### src/design/bceg_pkg.sv
// Shared widths, constants, register indexes and control types of the battery gauge.
package bceg_pkg;

	localparam int VOLT_W     = 16;
	localparam int CUR_W      = 16;
	localparam int TIME_W     = 32;
	localparam int DT_W       = 16;
	localparam int CHG_W      = 39;
	localparam int NRG_W      = 56;
	localparam int DB_W       = 10;
	localparam int CFG_IDX_W  = 2;
	localparam int CFG_DATA_W = 16;

	// Charge capacity: half mA*ms per mAh; energy capacity: quarter uW*ms per mV*mAh
	localparam logic [22:0] CHG_PER_MAH    = 23'd7200000;
	localparam logic [23:0] NRG_PER_MV_MAH = 24'd14400000;

	localparam logic [VOLT_W-1:0] NOMINAL_RST  = 16'd3700;
	localparam logic [15:0]       CAPACITY_RST = 16'd2000;
	localparam logic [VOLT_W-1:0] FULL_RST     = 16'd4150;
	localparam logic [DB_W-1:0]   DEADBAND_RST = 10'd1;

	localparam logic [CFG_IDX_W-1:0] REG_NOMINAL  = 2'd0;
	localparam logic [CFG_IDX_W-1:0] REG_CAPACITY = 2'd1;
	localparam logic [CFG_IDX_W-1:0] REG_FULL     = 2'd2;
	localparam logic [CFG_IDX_W-1:0] REG_DEADBAND = 2'd3;

	typedef enum logic [4:0] {
		ST_IDLE = 5'b00001,
		ST_MUL1 = 5'b00010,
		ST_MUL2 = 5'b00100,
		ST_ACC  = 5'b01000,
		ST_DONE = 5'b10000
	} bceg_state_t;

	typedef struct packed {
		logic load_in;
		logic mul1;
		logic mul2;
		logic acc;
		logic load_out;
	} bceg_cmd_t;

endpackage

### src/design/bceg_ctrl.sv
// Controller state machine: sequences one sample through the datapath and owns the result valid.
module bceg_ctrl (
	input  logic                clk,
	input  logic                arst_n,
	input  logic                in_valid,
	output logic                in_ready,
	output logic                out_valid,
	input  logic                out_ready,
	output bceg_pkg::bceg_cmd_t cmd
);

	bceg_pkg::bceg_state_t state_q, state_d;
	logic                  out_valid_q;
	logic                  out_free;

	// Result register may be refilled when empty or being taken this cycle
	assign out_free  = !out_valid_q || out_ready;
	assign in_ready  = (state_q == bceg_pkg::ST_IDLE);
	assign out_valid = out_valid_q;

	// Decode commands from state
	always_comb begin
		cmd          = '0;
		cmd.load_in  = (state_q == bceg_pkg::ST_IDLE) && in_valid;
		cmd.mul1     = (state_q == bceg_pkg::ST_MUL1);
		cmd.mul2     = (state_q == bceg_pkg::ST_MUL2);
		cmd.acc      = (state_q == bceg_pkg::ST_ACC);
		cmd.load_out = (state_q == bceg_pkg::ST_DONE) && out_free;
	end

	// Advance state
	always_comb begin
		state_d = state_q;
		case (state_q)
			bceg_pkg::ST_IDLE: begin
				if (in_valid) state_d = bceg_pkg::ST_MUL1;
			end
			bceg_pkg::ST_MUL1: state_d = bceg_pkg::ST_MUL2;
			bceg_pkg::ST_MUL2: state_d = bceg_pkg::ST_ACC;
			bceg_pkg::ST_ACC:  state_d = bceg_pkg::ST_DONE;
			bceg_pkg::ST_DONE: begin
				if (out_free) state_d = bceg_pkg::ST_IDLE;
			end
			default: state_d = bceg_pkg::ST_IDLE;
		endcase
	end

	always_ff @(posedge clk or negedge arst_n) begin
		if (!arst_n) begin
			state_q <= bceg_pkg::ST_IDLE;
		end else begin
			state_q <= state_d;
		end
	end

	// Hold result valid until taken
	always_ff @(posedge clk or negedge arst_n) begin
		if (!arst_n) begin
			out_valid_q <= 1'b0;
		end else if (cmd.load_out) begin
			out_valid_q <= 1'b1;
		end else if (out_ready) begin
			out_valid_q <= 1'b0;
		end
	end

	a_accept_starts: assert property (@(posedge clk) disable iff (!arst_n)
		(in_valid && in_ready) |=> (state_q == bceg_pkg::ST_MUL1))
		else $error("accepted item did not start the multiply sequence");

	a_valid_from_done: assert property (@(posedge clk) disable iff (!arst_n)
		$rose(out_valid_q) |-> ($past(state_q) == bceg_pkg::ST_DONE))
		else $error("result valid rose outside the done state");

	a_acc_then_done: assert property (@(posedge clk) disable iff (!arst_n)
		(state_q == bceg_pkg::ST_ACC) |=> (state_q == bceg_pkg::ST_DONE))
		else $error("accumulate step not followed by done");

endmodule

### config.mk
export PLATFORM = sky130hd
export DESIGN_NAME = bceg_ctrl
export DESIGN_NICKNAME = d
export VERILOG_FILES = /design/src/design/bceg_pkg.sv /design/src/design/bceg_ctrl.sv
export SDC_FILE = /design/constraint.sdc
export NUM_CORES = 1
export LEC_CHECK = 0
export ABC_CLOCK_PERIOD_IN_PS = 1900
export BUFFER_PORTS_ARGS = -buffer_cell sky130_fd_sc_hd__buf_2
export CORE_AREA = 2 2 39 41
export DETAILED_ROUTE_END_ITERATION = 8
export DIE_AREA = 0 0 41 43
export PLACE_DENSITY = 0.53
export SLEW_MARGIN = 5
export SYNTH_ARGS = -nofsm -noshare
export SYNTH_HDL_FRONTEND = slang
export SYNTH_SLANG_ARGS = --single-unit
### constraint.sdc
create_clock -name clk -period 1.9 [get_ports clk]
set_clock_uncertainty 0.1 [all_clocks]
set_input_delay 0.19 -clock clk [delete_from_list [all_inputs] [get_ports clk]]
set_output_delay 0.19 -clock clk [all_outputs]
set_load 0.02 [all_outputs]
==> metrics, run 1 <==
status finished with violations; failing checks negative setup slack; H-tree depth 1; final std cells w/o fill 68; Max Root-Sink Buffers 2; Seq cells post-synth 6; final hold vios 0; initial detailed-routing violation count 6; clock latency on the worst-skew pair 0.25 ns; min-delay worst type in2reg; Crit path arrival time 1.62 ns; most frequent cells in the layout buf_2 (9), buf_4 (5), nor2_1 (4), dfrtp_1 (4); Die Width 41 um; Clock Tree Root clkbuf_4; Pre-antenna DRT Iters 4; Synth Instances 33; DIE HEIGHT 43 um; TritonCTS clock tree yes; Post-DP Area 388 um^2; FP Rows 14; Setup crit start state_q[2]; clock share of power 0.185; vias per inst 4.44; CP startpoint kind register; I/O Buffers 10; vias in the first global route 262; worst vdd rail ir drop 339 uV; fin util 0.335; Comb power frac 0.536; final layout net count 57; layout cells sized above 1 0.481; Rel. slew slack 0.795; Final min period 1.91 ns; # setup viols final 1; Worst-path clk slew 0.05 ns; critical path data required time 1.61 ns; GP Congestion 0.664; period utilization 1.00; via count 302; ant diodes 0; max_cap viols 0; r2r endpoint out_valid; overall power 0.000676 W; Hold Crit Depth 2; Worst Setup End Kind output port; largest net degree at the start of global routing 8; max-slew violations 0; global-route wire length before repair 1010 um; P_sw 0.000254 W; TritonCTS Buffers 3; worst setup path class reg2out; path depth of the worst reg2reg path 3; Final Cell Area 464 um^2; commonest non-fill, non-tap cell in the layout buf_2; initial antenna violation count 0; DRC violations left 0; YS warnings 0; Cell Area, Synth 318 um^2; sequential area share after synthesis 0.476; Worst R2R Setup Slack 0.49 ns; FMAX 524 MHz; core area 0.00138 mm^2; LEAKAGE 0.238 nW; synth unique cells 20; R2R Path Start state_q[2]; RSZ-0062 raised after global routing yes; total grt overflow 0; Least-Margin Pin Slew 0.306 ns; worst setup margin -0.00664 ns; syn_area_per_cell 9.63 um^2; DP Cell Count 59; Sequential Power Share 0.279; Starting Density 0.230; Sw Ratio 0.376; WL/cell 10.1 um; Syn Nets 37; I/O Pins 11; Cell Pwr Density 1460 mW/mm^2; ANT nets after route 0; die area 0.00176 mm^2; Total Wirelength 688 um; critical path endpoint cmd[0]; Clock Sinks 6; GRT Total Usage 0.0891; Max FO, Critical Path 2; area delta synth->final 46.1%; cell-internal power 0.000422 W
## state kept, by name, summed over array words and instances (netlist names)
signal,cells
state_q,5
out_valid,1
## layout make-up
cell class              instances  area (um^2)
well taps                      16         20.0
multi-input cells              23          150
fillers                       164          920
inverters                       3         11.3
repair buffers                 16          104
clock buffers                   4         26.3
flip-flops and latches          6          153
## kinds of logic (layout without fill, tap and decap cells)
kind of cell	count (synthesis)	count (layout)	share of synthesized area
xor gates and xnor gates	1	1	0.0276
and+or+nand+nor	16	16	0.311
AOI/OAI and AO/OA	6	6	0.126
DFF	6	6	0.476
buffers and inverters	4	23	0.0591
## cells in the mapped netlist, drive strengths merged
| cell | n | share of area |
|---|---|---|
| xor2 | 1 | 0.028 |
| nor2 | 4 | 0.047 |
| a21oi | 2 | 0.043 |
| and2 | 2 | 0.039 |
| and3 | 2 | 0.047 |
| dfrtp | 5 | 0.39 |
| nand4bb | 1 | 0.035 |
| or3 | 1 | 0.035 |
| buf | 1 | 0.024 |
| nand2b | 1 | 0.020 |
| o22ai | 1 | 0.020 |
| nor3 | 2 | 0.031 |
| nand2 | 1 | 0.012 |
| dfstp | 1 | 0.083 |
| o211a | 1 | 0.031 |
| nand3 | 1 | 0.016 |
| o21ai | 2 | 0.031 |
| or3b | 1 | 0.028 |
| inv | 3 | 0.035 |
## through the flow
step | TNS, ns | setup slack [ns] | hold slack, ns
finish | -0.00664 | -0.00664 | 0.0451
global route | -0.0741 | -0.0741 | 0.0592
CTS | -0.00273 | -0.00273 | 0.0396
detailed placement | 0 | 0.153 | -0.0819
global placement | 0 | 0.168 | -0.0796
floorplan | 0 | 0.170 | -0.206
## how the worst min path moves through the flow
stage	from	to	slack, ns
finish	in_valid	state_q[0]	0.05
global route	in_valid	state_q[0]	0.06
CTS	in_valid	state_q[0]	0.04
detailed placement	arst_n	state_q[3]	-0.08
global placement	arst_n	state_q[3]	-0.08
floorplan	arst_n	out_valid	-0.21
## critical path, stage by stage, from the launching register on
cell     delay, ns
dfrtp_2       0.40
or3_4         0.33
or3b_4        0.39
a21oi_2       0.12
buf_6         0.13
## routing by layer
metal,track usage,share of wire,up-vias
li1,-,-,149
met1,0.0957,0.41,147
met2,0.138,0.55,6
met3,0.0157,0.036,0
met4,0.0800,0,0
met5,0,0,-
## what timing repair did
action / 4_1_cts / 5_1_grt
pin swaps: 2 / 0
setup endpoints to repair: 1 / 1
hold endpoints to repair: 6 / 0
hold buffers: 1 / 0
resized for setup: 3 / 1
setup buffers: 4 / 0
## power by group through the flow
stage	clock [W]	combinational, W	sequential [W]
finish	0.000125	0.000362	0.000189
floorplan	0	0.000191	0.000211
global route	0.000140	0.000405	0.000194
CTS	0.000131	0.000359	0.000187
detailed placement	0	0.000274	0.000214
global placement	0	0.000267	0.000214
(Power assumes the default switching activity.)
==> run 2, diff against run 1 <==
ABC_AREA = 1   (was not set)
PLACE_DENSITY = 0.58   (was 0.53)
==> run 2 against run 1 <==
  * The run now ends clean
  * Final cell count grew 12%
  * Register-to-register slack gained 0.16 ns
  * Cell area grew 3.5%
  * Hold slack gained 0.052 ns
  * Utilization grew 1.2 points
  * Sequential cell count is the same
  * Worst setup slack gained 0.21 ns
  * Synthesized cell count grew 39%
  * Combinational power shrank 5.5%
==> metrics, run 2 <==
post-synthesis mux area share 0; ys async rst share 1.00; Setup TNS Final 0 ns; via count 292; Rel. slew slack 0.833; final hold vios 0; Clock Tree Root clkbuf_4; GP Congestion 0.661; Total Wirelength 575 um; vias per inst 3.84; GRT Total Usage 0.0963; Synth Flop Type dfrtp_1; area delta synth->final 25.9%; layout cells sized above 1 0.367; largest family of logic cells by synthesized area simple AND/OR/NAND/NOR gates; critical path data required time 1.61 ns; Final min period 1.70 ns; max-slew violations 0; FP Rows 14; Setup Fix Bufs, Post-CTS 0; sequential area share after synthesis 0.397; Seq cells post-synth 6; YS warnings 0; Max Root-Sink Buffers 2; commonest non-fill, non-tap cell in the layout inv_1; clock latency on the worst-skew pair 0.24 ns; Pre-antenna DRT Iters 2; ant diodes 0; worst setup margin 0.203 ns; # setup viols final 0; top-count cell post-synth inv_1; max_cap viols 0; post-synthesis adder-cell area fraction 0; initial detailed-routing violation count 2; fin util 0.347; vias in the first global route 276; Post-CTS Hold Fix Bufs 1; HPWL Detailed 487 um; syn_area_per_cell 8.30 um^2; Least-Margin Pin Slew 0.251 ns; Die Width 41 um; complex-gate fraction of the synthesized area 0.0131; TritonCTS clock tree yes; Synth Instances 46; Cell Area, Synth 382 um^2; commonest cells in the netlist inv_1 (14), dfrtp_1 (5), nand2_1 (5), nor2_1 (5); Max FO, Critical Path 5; Clock Sinks 6; ANT nets after route 0; LEAKAGE 0.325 nW; final layout net count 65; Starting Density 0.276; DRC violations left 0; I/O Buffers 10; Worst Setup End Kind output port; Post-CTS Resized 0; largest area contributor in the netlist dfrtp_1; largest net degree at the start of global routing 7; Largest register FFs 5; CP startpoint kind register; worst setup path class reg2out; Simple-Gate Fraction of Synth Area 0.433; die area 0.00176 mm^2; XOR/XNOR share of the synthesized area 0; DIE HEIGHT 43 um; Syn Nets 50; post-synth top area share 0.328; global-route wire length before repair 1060 um; period utilization 0.893; worst vdd rail ir drop 628 uV; Worst-path clk slew 0.04 ns; H-tree depth 1; total grt overflow 0; pre-CTS setup slack 0.429 ns; min-delay worst type in2reg; Cell Pwr Density 1390 mW/mm^2; RSZ-0062 raised after global routing no; FMAX 589 MHz; Synth area leaders dfrtp_1 (33%), inv_1 (14%), nand3_4 (9.2%); number of synthesized flops with an enable pin 0; most frequent cells in the layout inv_1 (14), buf_2 (10), nor2_1 (5), nand2_1 (5), dfrtp_1 (5); I/O Pins 11; worst hold slack 0.0970 ns; core area 0.00138 mm^2; Most flops, register state_q; WL/cell 7.57 um; Crit path arrival time 1.41 ns; synth unique cells 14; status finished, final reports clean; TritonCTS Buffers 3; initial antenna violation count 0
-- run 2: per-layer routing --
layer / share of wire / wire (um) / global-route usage / vias to the layer above
met5: 0 / 0 / 0 / -
met4: 0.052 / 30 / 0.100 / 0
met3: 0.068 / 39 / 0.0314 / 2
met2: 0.44 / 254 / 0.128 / 9
met1: 0.44 / 251 / 0.110 / 121
li1: - / - / - / 160
-- run 2: per-stage QoR --
stage               total power (W)  instances  instance area [um^2]
floorplan                  0.000478         46                   382
global placement           0.000549         71                   444
detailed placement         0.000555         71                   444
CTS                        0.000681         76                   480
global route               0.000736         76                   480
finish                     0.000669         76                   480
-- run 2: layout make-up --
class | instances | area (um^2)
fill | 156 | 903
multi-input combinational | 25 | 170
sequential | 6 | 151
timing repair buffer | 11 | 60.1
inverter | 14 | 52.6
clock buffer | 4 | 26.3
tap | 16 | 20.0
-- run 2: worst paths after layout --
kind	startpoint	end	slack [ns]	depth (start not counted)
setup / recovery	state_q[0]	cmd[4]	0.20	5
hold / removal	in_valid	state_q[0]	0.1	4
setup reg to reg	state_q[0]	state_q[0]	0.65	7
hold reg to reg	state_q[4]	out_valid	0.52	2
max in group asynchronous	arst_n	state_q[0]	1.27	2
min in group asynchronous	arst_n	out_valid	0.20	2
-- run 2: kinds of logic after synthesis --
logic type / after synthesis
flops: 6
buf+inv: 15
simple gates: 24
compound gates: 1
-- run 2: where the power goes --
| part | switching (W) | internal [W] | total [W] |
|---|---|---|---|
| sequential | 0.0000334 | 0.000172 | 0.000205 |
| clock | 0.0000423 | 0.0000793 | 0.000122 |
| combinational | 0.000222 | 0.000120 | 0.000342 |
-- run 2: worst max-delay path: stages, from the launching register on --
cell and delay, ns:
dfstp_2 0.54, inv_1 0.05, nor2_2 0.11, nand3_4 0.11, nor3_1 0.18, buf_2 0.18
==> run 3, diff against run 2 <==
==> constraint.sdc (replaced) <==
create_clock -name clk -period 1.9 [get_ports clk]
set_clock_uncertainty 0.1 [all_clocks]
set_input_delay 0.38 -clock clk [delete_from_list [all_inputs] [get_ports clk]]
set_output_delay 0.38 -clock clk [all_outputs]
set_load 0.02 [all_outputs]
==> run 3 against run 2 <==
  * Sequential share of layout area is 3.0 points lower
  * Critical endpoint is now in_ready
  * Sequential power is 8% higher
  * Sequential cell count unchanged
  * Critical path depth is 1 higher
  * First-iteration DRC count fell by 50%
  * Cell area up 10%
  * Worst setup slack lost 0.16 ns
  * Utilization is 3.6 points higher
  * Via count grew 14%
==> metrics, run 3 (same netlist as run 2, synthesis figures left out) <==
area delta synth->final 39.0%; I/O Buffers 10; status finished, final reports clean; most frequent cells in the layout inv_1 (13), buf_2 (8), buf_4 (6); r2r endpoint state_q[0]; Total Wirelength 732 um; Post-DP Area 444 um^2; vias per inst 4.16; critical path data required time 1.42 ns; commonest non-fill, non-tap cell in the layout inv_1; period utilization 0.975; Final min period 1.85 ns; TritonCTS clock tree yes; HPWL Detailed 524 um; final hold vios 0; Most flops, register state_q; DP Cell Count 71; initial antenna violation count 0; Starting Density 0.276; core area 0.00138 mm^2; final std cells w/o fill 80; Setup TNS Final 0 ns; FMAX 540 MHz; worst vdd rail ir drop 483 uV; Clock Sinks 6; initial detailed-routing violation count 1; fin util 0.383; Final Cell Area 531 um^2; layout cells sized above 1 0.438; Max Root-Sink Buffers 2; max_cap viols 0; WL/cell 9.15 um; worst hold slack 0.384 ns; final layout net count 69; Largest register FFs 5; largest net degree at the start of global routing 7; Rel. slew slack 0.822; min-delay worst type in2async; path depth of the worst reg2reg path 9; Clock Tree Root clkbuf_4; GRT Total Usage 0.115; total grt overflow 0; FP Rows 14; R2R Path Start state_q[0]; DRC violations left 0; Max FO, Critical Path 4; via count 333; H-tree depth 1; I/O Pins 11; Worst Setup End Kind output port; ant diodes 0; ANT nets after route 0; GP Congestion 0.646; Setup crit start state_q[0]; Least-Margin Pin Slew 0.267 ns; Die Width 41 um; die area 0.00176 mm^2; Worst R2R Setup Slack 0.48 ns; worst setup path class reg2out; global-route wire length before repair 1290 um; LEAKAGE 0.350 nW; vias in the first global route 325; Crit path arrival time 1.37 ns; max-slew violations 0; TritonCTS Buffers 3; Cell Pwr Density 1520 mW/mm^2; # setup viols final 0; clock latency on the worst-skew pair 0.25 ns; CP startpoint kind register; Pre-antenna DRT Iters 2; Worst-path clk slew 0.05 ns; DIE HEIGHT 43 um; critical path endpoint in_ready
-- run 3: cell types whose count changed in the layout (fill, tap and decap cells not counted) --
cell	previous run	this run
inv_1	14	13
nor2_4	2	4
inv_2	0	1
buf_2	10	8
nor3_2	0	1
nor3_1	2	1
buf_4	0	6
nor2_2	3	1
-- run 3: per-stage QoR --
step | total power [W] | worst slack, ns
after floorplan | 0.000478 | 0.111
after global placement | 0.000551 | 0.233
after detailed placement | 0.000561 | 0.245
after CTS | 0.000784 | 0.00633
after global routing | 0.000875 | -0.00780
final | 0.000808 | 0.0474
-- run 3: worst min path at each step --
stage,start,endpoint,slack [ns]
floorplan,arst_n,out_valid,-0.02
detailed placement,arst_n,state_q[2],0.11
CTS,arst_n,state_q[2],0.37
global route,arst_n,state_q[2],0.40
finish,arst_n,out_valid,0.38
global placement,arst_n,out_valid,0.11
-- run 3: area by class of cell --
type / count / area [um^2]
clock buffers: 4 / 26.3
fillers: 146 / 853
inverters: 14 / 52.6
multi-input cells: 25 / 185
flip-flops and latches: 6 / 151
well taps: 16 / 20.0
repair buffers: 15 / 95.1
-- run 3: timing repair --
item	CTS	global route
gates resized for setup	4	2
endpoints found under the setup margin	1	2
hold endpoints to repair	5	0
gates cloned	0	0
hold buffers	1	0
setup buffers	3	1
pin swaps	3	2
-- run 3: where the power goes --
part | leakage, nW | total (W) | internal [W] | switching, W
clock | 0.0150 | 0.000135 | 0.0000801 | 0.0000551
combinational | 0.256 | 0.000452 | 0.000202 | 0.000250
sequential | 0.0785 | 0.000221 | 0.000172 | 0.0000484
total | 0.350 | 0.000808 | 0.000454 | 0.000354
-- run 3: worst max-delay path, cell delays in order, from the launching register on --
cell and delay, ns:
dfstp_2 0.57, inv_2 0.05, nor2_4 0.09, nand3_4 0.10, buf_4 0.15, inv_1 0.04, buf_4 0.13
-- run 3: routing by layer --
layer  vias up  wire [um]  track usage
met3         5         40       0.0157
met4         0         42        0.120
met5         -          0            0
met2        12        381        0.178
li1        171          -            -
met1       145        266        0.117
